===== src/rtl/core/hsv_pkg.sv =====
// ----------------------------------------------------------------------------
// hsv_pkg
// Shared widths, constants and stage word types for the HSV to RGB pipeline.
// ----------------------------------------------------------------------------
`default_nettype none

package hsv_pkg;

   localparam int IN_W     = 10;
   localparam int OUT_W    = 8;
   localparam int CHROMA_W = 20;
   localparam int TRI_W    = 8;
   localparam int SECTOR_W = 3;

   // hue period and sector length
   localparam logic [IN_W-1:0] HUE_SPAN   = 10'd768;
   localparam int              SECTOR_SH  = 7;   // log2 of 128 steps per sector
   localparam int              VAL_SH     = 10;  // value * 1024
   localparam int              OUT_SH     = 12;  // sum / 4096

   // sector codes
   localparam logic [SECTOR_W-1:0] SECTOR_RED_UP    = 3'd0;
   localparam logic [SECTOR_W-1:0] SECTOR_GREEN_LO  = 3'd1;
   localparam logic [SECTOR_W-1:0] SECTOR_GREEN_UP  = 3'd2;
   localparam logic [SECTOR_W-1:0] SECTOR_BLUE_LO   = 3'd3;
   localparam logic [SECTOR_W-1:0] SECTOR_BLUE_UP   = 3'd4;

   typedef struct packed {
      logic [IN_W-1:0] hue_raw;
      logic [IN_W-1:0] saturation;
      logic [IN_W-1:0] brightness;
   } hsv_type;

   typedef struct packed {
      logic [SECTOR_W-1:0] sector;
      logic [TRI_W-1:0]    tri_w;
      logic [CHROMA_W-1:0] chroma;
      logic [IN_W-1:0]     val;
   } front_type;

   typedef struct packed {
      logic [SECTOR_W-1:0] sector;
      logic [CHROMA_W-1:0] second;
      logic [CHROMA_W-1:0] chroma;
      logic [CHROMA_W-1:0] offset;
   } mix_type;

   typedef struct packed {
      logic [OUT_W-1:0] red;
      logic [OUT_W-1:0] green;
      logic [OUT_W-1:0] blue;
   } rgb_type;

endpackage

`default_nettype wire


===== src/rtl/core/hsv_front.sv =====
// ----------------------------------------------------------------------------
// hsv_front
// Stage one: hue wrap, sector and triangle weight, chroma = value * saturation.
// ----------------------------------------------------------------------------
`default_nettype none

module hsv_front (
   input  wire logic             clock,
   input  wire logic             reset,
   input  wire logic             in_valid,
   output logic                  in_ready,
   input  wire hsv_pkg::hsv_type in_word,
   output logic                  out_valid,
   input  wire logic             out_ready,
   output hsv_pkg::front_type    out_word
);
   import hsv_pkg::*;

   logic            valid_ff;
   front_type       word_ff;
   front_type       word_in;
   logic [IN_W-1:0] hue;
   logic [7:0]      pos;
   logic [8:0]      mirror;

   assign in_ready = !valid_ff || out_ready;

   always_comb begin
      hue = (in_word.hue_raw >= HUE_SPAN) ? in_word.hue_raw - HUE_SPAN : in_word.hue_raw;
      pos = hue[7:0];
      // rising half: pos; falling half: 256 - pos
      mirror = 9'd256 - {1'b0, pos};
      word_in.sector = hue[IN_W-1:SECTOR_SH];
      word_in.tri_w  = pos[7] ? mirror[TRI_W-1:0] : pos;
      word_in.chroma = CHROMA_W'(in_word.brightness * in_word.saturation);
      word_in.val    = in_word.brightness;
   end

   always_ff @(posedge clock) begin
      if (reset) begin
         valid_ff <= 1'b0;
      end else if (in_ready) begin
         valid_ff <= in_valid;
      end
      if (in_ready && in_valid) begin
         word_ff <= word_in;
      end
   end

   assign out_valid = valid_ff;
   assign out_word  = word_ff;

endmodule

`default_nettype wire


===== src/rtl/core/hsv_mix.sv =====
// ----------------------------------------------------------------------------
// hsv_mix
// Stage two: secondary term = chroma * weight / 128, offset = value*1024 - chroma.
// ----------------------------------------------------------------------------
`default_nettype none

module hsv_mix (
   input  wire logic               clock,
   input  wire logic               reset,
   input  wire logic               in_valid,
   output logic                    in_ready,
   input  wire hsv_pkg::front_type in_word,
   output logic                    out_valid,
   input  wire logic               out_ready,
   output hsv_pkg::mix_type        out_word
);
   import hsv_pkg::*;

   localparam int PROD_W = CHROMA_W + TRI_W;

   logic                valid_ff;
   mix_type             word_ff;
   mix_type             word_in;
   logic [PROD_W-1:0]   prod;
   logic [CHROMA_W-1:0] scaled_val;

   assign in_ready = !valid_ff || out_ready;

   always_comb begin
      prod       = in_word.chroma * in_word.tri_w;
      scaled_val = {in_word.val, {VAL_SH{1'b0}}};
      word_in.sector = in_word.sector;
      // weight tops out at 128, so the quotient never exceeds chroma
      word_in.second = prod[SECTOR_SH +: CHROMA_W];
      word_in.chroma = in_word.chroma;
      word_in.offset = scaled_val - in_word.chroma;
   end

   always_ff @(posedge clock) begin
      if (reset) begin
         valid_ff <= 1'b0;
      end else if (in_ready) begin
         valid_ff <= in_valid;
      end
      if (in_ready && in_valid) begin
         word_ff <= word_in;
      end
   end

   assign out_valid = valid_ff;
   assign out_word  = word_ff;

endmodule

`default_nettype wire


===== src/rtl/core/hsv_out.sv =====
// ----------------------------------------------------------------------------
// hsv_out
// Stage three: sector routing, offset add and scale down to 8-bit channels.
// ----------------------------------------------------------------------------
`default_nettype none

module hsv_out (
   input  wire logic             clock,
   input  wire logic             reset,
   input  wire logic             in_valid,
   output logic                  in_ready,
   input  wire hsv_pkg::mix_type in_word,
   output logic                  out_valid,
   input  wire logic             out_ready,
   output hsv_pkg::rgb_type      out_word
);
   import hsv_pkg::*;

   logic                valid_ff;
   rgb_type             word_ff;
   rgb_type             word_in;
   logic [CHROMA_W-1:0] r_raw;
   logic [CHROMA_W-1:0] g_raw;
   logic [CHROMA_W-1:0] b_raw;
   logic [CHROMA_W:0]   r_sum;
   logic [CHROMA_W:0]   g_sum;
   logic [CHROMA_W:0]   b_sum;

   assign in_ready = !valid_ff || out_ready;

   always_comb begin
      r_raw = '0;
      g_raw = '0;
      b_raw = '0;
      case (in_word.sector)
         SECTOR_RED_UP: begin
            r_raw = in_word.chroma;
            g_raw = in_word.second;
         end
         SECTOR_GREEN_LO: begin
            r_raw = in_word.second;
            g_raw = in_word.chroma;
         end
         SECTOR_GREEN_UP: begin
            g_raw = in_word.chroma;
            b_raw = in_word.second;
         end
         SECTOR_BLUE_LO: begin
            g_raw = in_word.second;
            b_raw = in_word.chroma;
         end
         SECTOR_BLUE_UP: begin
            r_raw = in_word.second;
            b_raw = in_word.chroma;
         end
         default: begin
            r_raw = in_word.chroma;
            b_raw = in_word.second;
         end
      endcase
      r_sum = {1'b0, r_raw} + {1'b0, in_word.offset};
      g_sum = {1'b0, g_raw} + {1'b0, in_word.offset};
      b_sum = {1'b0, b_raw} + {1'b0, in_word.offset};
      word_in.red   = r_sum[OUT_SH +: OUT_W];
      word_in.green = g_sum[OUT_SH +: OUT_W];
      word_in.blue  = b_sum[OUT_SH +: OUT_W];
   end

   always_ff @(posedge clock) begin
      if (reset) begin
         valid_ff <= 1'b0;
      end else if (in_ready) begin
         valid_ff <= in_valid;
      end
      if (in_ready && in_valid) begin
         word_ff <= word_in;
      end
   end

   assign out_valid = valid_ff;
   assign out_word  = word_ff;

endmodule

`default_nettype wire


===== src/rtl/core/hsv_to_rgb_fixed.sv =====
// ----------------------------------------------------------------------------
// hsv_to_rgb_fixed
// Integer HSV to RGB converter, three register stages, one word per cycle while rsp_stall is low.
//
//   channel  direction  handshake          payload
//   req      in         req_valid/stall    hue_raw, saturation, brightness
//   rsp      out        rsp_valid/stall    red_out, green_out, blue_out
//
// A word is accepted every cycle while rsp_stall is low; its result is registered
// in the front, mix and out stages in turn before it is valid on rsp.
// The slowest stage holds a 20x8 multiply.
// Reset clears the stage valid bits only; the stage data registers are not reset.
// rsp_stall backs up through the stages; an empty stage keeps accepting,
// so req_stall rises only when all three stages hold a word.
// ----------------------------------------------------------------------------
`default_nettype none

module hsv_to_rgb_fixed (
   input  wire logic                       clock,
   input  wire logic                       reset,
   input  wire logic                       req_valid,
   output logic                            req_stall,
   input  wire logic [hsv_pkg::IN_W-1:0]   req_hue_raw,
   input  wire logic [hsv_pkg::IN_W-1:0]   req_saturation,
   input  wire logic [hsv_pkg::IN_W-1:0]   req_brightness,
   output logic                            rsp_valid,
   input  wire logic                       rsp_stall,
   output logic [hsv_pkg::OUT_W-1:0]       rsp_red_out,
   output logic [hsv_pkg::OUT_W-1:0]       rsp_green_out,
   output logic [hsv_pkg::OUT_W-1:0]       rsp_blue_out
);
   import hsv_pkg::*;

   hsv_type   req_word;
   front_type front_word;
   mix_type   mix_word;
   rgb_type   rgb_word;
   logic      req_ready;
   logic      front_valid;
   logic      front_ready;
   logic      mix_valid;
   logic      mix_ready;

   assign req_word.hue_raw    = req_hue_raw;
   assign req_word.saturation = req_saturation;
   assign req_word.brightness = req_brightness;

   hsv_front u_front (
      .clock     (clock),
      .reset     (reset),
      .in_valid  (req_valid),
      .in_ready  (req_ready),
      .in_word   (req_word),
      .out_valid (front_valid),
      .out_ready (front_ready),
      .out_word  (front_word)
   );

   hsv_mix u_mix (
      .clock     (clock),
      .reset     (reset),
      .in_valid  (front_valid),
      .in_ready  (front_ready),
      .in_word   (front_word),
      .out_valid (mix_valid),
      .out_ready (mix_ready),
      .out_word  (mix_word)
   );

   hsv_out u_out (
      .clock     (clock),
      .reset     (reset),
      .in_valid  (mix_valid),
      .in_ready  (mix_ready),
      .in_word   (mix_word),
      .out_valid (rsp_valid),
      .out_ready (!rsp_stall),
      .out_word  (rgb_word)
   );

   assign req_stall     = !req_ready;
   assign rsp_red_out   = rgb_word.red;
   assign rsp_green_out = rgb_word.green;
   assign rsp_blue_out  = rgb_word.blue;

endmodule

`default_nettype wire

===== config.mk =====
export PLATFORM = sky130hd
export DESIGN_NAME = hsv_to_rgb_fixed
export DESIGN_NICKNAME = d
export VERILOG_FILES = /design/src/rtl/core/hsv_pkg.sv /design/src/rtl/core/hsv_front.sv /design/src/rtl/core/hsv_mix.sv /design/src/rtl/core/hsv_out.sv /design/src/rtl/core/hsv_to_rgb_fixed.sv
export SDC_FILE = /design/constraint.sdc
export NUM_CORES = 1
export LEC_CHECK = 0
export BUFFER_PORTS_ARGS = -buffer_cell sky130_fd_sc_hd__buf_2
export CELL_PAD_IN_SITES_DETAIL_PLACEMENT = 1
export CELL_PAD_IN_SITES_GLOBAL_PLACEMENT = 1
export CORE_AREA = 2 2 217 219
export CTS_CLUSTER_DIAMETER = 80
export DETAILED_ROUTE_END_ITERATION = 8
export DIE_AREA = 0 0 219 221
export PLACE_DENSITY_LB_ADDON = 0.2
export SETUP_SLACK_MARGIN = 0.05
export SKIP_LAST_GASP = 1
export SYNTH_ARGS = -nofsm -noshare
export SYNTH_HDL_FRONTEND = slang
export SYNTH_SLANG_ARGS = --single-unit

===== constraint.sdc =====
create_clock -name clock -period 5.52 [get_ports clock]
set_input_delay 0.828 -clock clock [delete_from_list [all_inputs] [get_ports clock]]
set_output_delay 0.828 -clock clock [all_outputs]
set_load 0.01 [all_outputs]

## Word-level counts from Yosys, hierarchy flattened

Cells that the tools add are included.

- Register bits: 131
- Output and inout port bits: 26

- Add/subtract/negate cells: 6
- Multipliers: 2
- $lt $le $gt $ge: 1
- Equal/unequal tests: 4
- Multiplexer cells: 5
- Reductions and logical operators: 18

Operator list:

| cell | count |
|---|---|
| 20-bit case mux with 2 select lines | 3 |
| 20-bit adder | 3 |
| 20-bit by 8-bit multiplier with 27-bit output | 1 |
| 10-bit by 10-bit multiplier with 20-bit output | 1 |
| 20-bit subtractor | 1 |
| 2-bit OR reduction | 6 |
| 10-bit greater-or-equal comparator (second input constant) | 1 |
| 10-bit two-way mux | 1 |
| 10-bit subtractor (second input constant) | 1 |
| 1-bit by 8-bit subtractor with 8-bit output (first input constant) | 1 |
| 7-bit two-way mux | 1 |
| 3-bit by 2-bit == test with 1-bit output (second input constant) | 2 |
| 1-bit zero test | 5 |
| 3-bit by 1-bit == test with 1-bit output (second input constant) | 1 |
| 3-bit == test (second input constant) | 1 |
| 1-bit logical AND | 3 |
| 3-bit zero test | 1 |
| 1-bit logical OR | 3 |

## Longest topological paths before layout

- Depth after elaboration: 5
- Depth in mapped cells: 20

## By module

A second synthesis with hierarchy kept.

- Cells, all modules: 1,596
- Area, all modules: 15,641.3 um2

Modules (own cells, without submodules):

| module | times used | cells an instance | area each (um2) | seq. area each (um2) |
|---|---|---|---|---|
| hsv_mix | 1 | 750 | 7,524.7 | 1,881.8 |
| hsv_front | 1 | 453 | 4,834.6 | 1,251.2 |
| hsv_out | 1 | 391 | 3,274.4 | 740.7 |
| hsv_to_rgb_fixed | 1 | 2 | 7.5 | 0.0 |

## Worst setup path before layout

Ideal clock, no wire load.

- Kind: input port to flip-flop
- Start: input req_saturation[1] (netlist name)
- End: register u_front.word_ff (netlist bit u_front.out_word[26]) (data pin)
- Library setup time: 273 ps
- Arrival: 5,062 ps
- Path slack: 186 ps
- Cell stages on the path: 18
- Buffers on the path: 1
- Cells stage by stage: clkbuf_1 > nand2_1 > fa_1 > inv_1 > fa_1 > inv_1 > fa_1 > inv_1 > fa_1 > inv_1 > fa_1 > inv_1 > ha_1 > nor2_1 > o31ai_1 > o41a_1 > mux2i_1 > o2111ai_1

RTL lines:

| item | line | RTL |
|---|---|---|
| start, declared | hsv_to_rgb_fixed.sv:24 | `input wire logic [hsv_pkg::IN_W-1:0] req_saturation,` |
| end signal, assigned | hsv_front.sv:46 | `word_ff <= word_in;` |
| end, declared | hsv_front.sv:20 | `front_type word_ff;` |

## Worst setup path after layout

- Start: register u_front.word_ff (netlist bit u_front.out_word[33])
- End: register u_mix.word_ff (netlist bit u_mix.out_word[58]) (data pin)

- Word-level cells in the longest chain between the ends: 1

Ends and longest elaborated chain:

| item | line | RTL |
|---|---|---|
| 20-bit by 8-bit multiplier with 27-bit output | hsv_mix.sv:30 | `prod = in_word.chroma * in_word.tri_w;` |
| via u_mix.prod[25] | hsv_mix.sv:24 | `logic [PROD_W-1:0] prod;` |
| end signal, assigned | hsv_mix.sv:46 | `word_ff <= word_in;` |
| end, declared | hsv_mix.sv:22 | `mix_type word_ff;` |

The timed path passes the listed nets, and every way through them passes these cells.
A chain may end at the register's enable or synchronous reset.

==> metrics.md <==
| Metric | Value |
|---|---|
| Status | finished, final reports clean |
| Gpl congestion | ~0.8 |
| Synth Flop Type | edfxtp_1 |
| Max Cap Viol | 0 |
| Post-Synth Adder-Cell Area | between 30 and 40% |
| Slew headroom | between 30% and 40% |
| # rows | 79 |
| Die ar. | between 40000 and 50000 um2 |
| Via density per instance | roughly 4.8 |
| Initial Utilization | 32.8% |
| Height of the chip | around 220 um |
| Seq cells post-synth | 130 |
| Pre-antenna DRT Iters | 4 |
| Share of layout cells above drive strength 1 | around 11% |
| Die Wd | 219 um |
| Routed len/inst | around 17 um |
| CP Class | flop to flop |
| DRC violation count after routing | 0 |
| Routed Antenna Nets | 0 |
| Seq/Total Area, Yosys | between 20% and 30% |
| Slew Viols, Final | 0 |
| Core Footprint | 46100 um2 |
| GR peak layer | met2 |
| Util after Layout | 36.9% |
| EDFF count, synth | about 130 |
| Final hold vios | 0 |
| Commonest cells after routing, fill and taps aside | nand2_1 (194), inv_1 (193), and2_1 (172) |
| Post-route setup TNS | 0 ps |
| Commonest non-fill, non-tap cell in the layout | nand2_1 |
| Largest family of logic cells by synthesized area | adder cells |
| Post-synthesis compound-gate area fraction | between 9 and 10% |
| Yosys cell types | a little under 80 |
| H-tree level count | 4 |
| Post-synthesis mux area share | less than 1% |
| Critical Path Source Type | flop |
| Fin crit share | a little over nine tenths |
| Grt met3 use | roughly 2.5% |
| Worst-path maximum fanout | 10 |
| Dpl hpwl | 31400 um |
| Worst Skew | 17.8 ps |
| DR iter-0 viols | approximately 330 |
| CTS Buffer Depth | 2 |
| Io pins | 60 |
| CTS root buf | clkbuf_16 |
| Met1 Usage GRT | 22.0% |
| Post-Syn Area | 15100 um2 |
| Final min period | 5210 ps |
| Port bufs | 59 |
| Final setup violation count | 0 |
| CTS buffer count | 17 |
| Crit path from | u_front.out_word[33] |
| Nature of the critical path endpoint | flop |
| Fillers | about 5200 |
| CTS Sinks | 130 |
| Largest net degree at the start of global routing | 63 |
| Syn. warnings | 0 |
| Min-delay worst type | flop to flop |
| Tightest Pin Transition | approximately 950 ps |
| DRT Wirelength | between 30000 and 40000 um |
| Post-Synth Simple-Gate Area | 17.3% |
| Synth-to-layout area growth | 12.4% |
| CTS tree | done |
| RR Startpoint | u_front.out_word[33] |
| Routed via count | about 11000 |
| Worst Path Required | approximately 5700 ps |
| FMAX | 192 MHz |
| Vias in the first global route | 12033 |
| Reg2reg setup slack | approximately 310 ps |
| Mean Syn Cell Area | 9.89 um2 |
| Clk_lat worst skew | around 460 ps |
| Clock slew at reported path FFs | roughly 70 ps |
| Global-route wire length before repair | between 60000 and 70000 um |
| XOR/XNOR Fraction of Synth Area | 4.98% |
| Crit path DAT | ~5400 ps |
| Async SR Flop Fraction | 0% |
| Net Count, Synth | roughly 1900 |
| Total track usage | ~17% |
| Antenna violations before repair | 2 |
| Unrepaired setup endpoints after global routing | false |
| GRT overflow | 0 |
| HP Start | u_front.out_word[39] |
| Synth Instances | 1526 |
| GR met2 Demand/Resource | approximately 28% |
| Final net count | 1967 |
synth_stat cells, types with 15 or more instances:
cell type | n | area [um2]
clkbuf_1 | 48 | 180
edfxtp_1 | 127 | 3810
xnor2_1 | 63 | 552
and2_1 | 172 | 1080
a21oi_1 | 83 | 415
nor2_1 | 50 | 188
a22o_1 | 20 | 175
xor2_1 | 21 | 184
o21ai_0 | 15 | 75.1
a21o_1 | 16 | 120
nand2_1 | 194 | 728
nor3_1 | 18 | 90.1
fa_1 | 168 | 3360
inv_1 | 193 | 724
ha_1 | 163 | 2040
critical path: stages (launching register included):
cell and delay (ps):
edfxtp_1 560, buf_4 230, and2_1 150, fa_1 490, fa_1 590, fa_1 440
fa_1 460, ha_1 360, and3_1 230, a221oi_1 290, o211ai_1 170, a22oi_2 310
a21oi_2 110, a41oi_2 290, a21oi_1 120, xor2_1 160
state kept, by name, summed over array words and instances (netlist names):
name / cells
u_front.out_valid: 1
u_front.out_word: 41
u_mix.out_valid: 1
u_mix.out_word: 62
u_out.out_valid: 1
u_out.out_word: 24
routing by layer:
layer / share of wire, % / vias up / wire length (um)
li1: - / 5203 / -
met1: 47 / 5319 / 17900
met2: 48 / 135 / 18500
met3: 2.8 / 57 / 1090
met4: 2.1 / 2 / 815
met5: 0.034 / - / 13
cells by family after synthesis:
group	Yosys count
AND/OR/NAND/NOR	512
adder cells (fa/ha/maj)	331
buffers and inverters	249
AO/OA/AOI/OAI	216
flip-flops	130
XOR/XNOR	85
multiplexers	3
stage by stage:
stage / worst slack (ps) / cells / cell area (um2) / hold slack, ps
floorplan: 186 / 1526 / 15100 / 400
global route: 58.7 / 2223 / 17000 / 467
finish: 314 / 2223 / 17000 / 436
CTS: 261 / 2220 / 17000 / 445
detailed placement: -111 / 2188 / 16300 / 414
global placement: -11.4 / 2188 / 16300 / 414
area by class of cell:
type | instances | area, um2 | share of cell area [%]
multi-input cells | 1147 | 10300 | 60.7
flip-flops and latches | 130 | 3870 | 22.8
well taps | 607 | 759 | 4.47
inverters | 194 | 728 | 4.29
repair buffers | 112 | 693 | 4.08
clock buffers | 17 | 425 | 2.51
clock inverters | 15 | 193 | 1.14
diodes | 1 | 2.50 | 0.0147
final timing paths:
check,cells after the start,end
max,15,u_mix.out_word[58]
min,0,u_mix.out_word[61]
min reg2reg,0,u_mix.out_word[61]
max reg2reg,15,u_mix.out_word[58]
what timing repair did:
action	CTS	global route
gates resized for setup	0	0
setup endpoints to repair	0	3
setup buffers	0	2
hold buffers	0	0
Power is not shown: default switching activity piles up to over one toggle a cycle in this logic, so the estimate is an artifact.
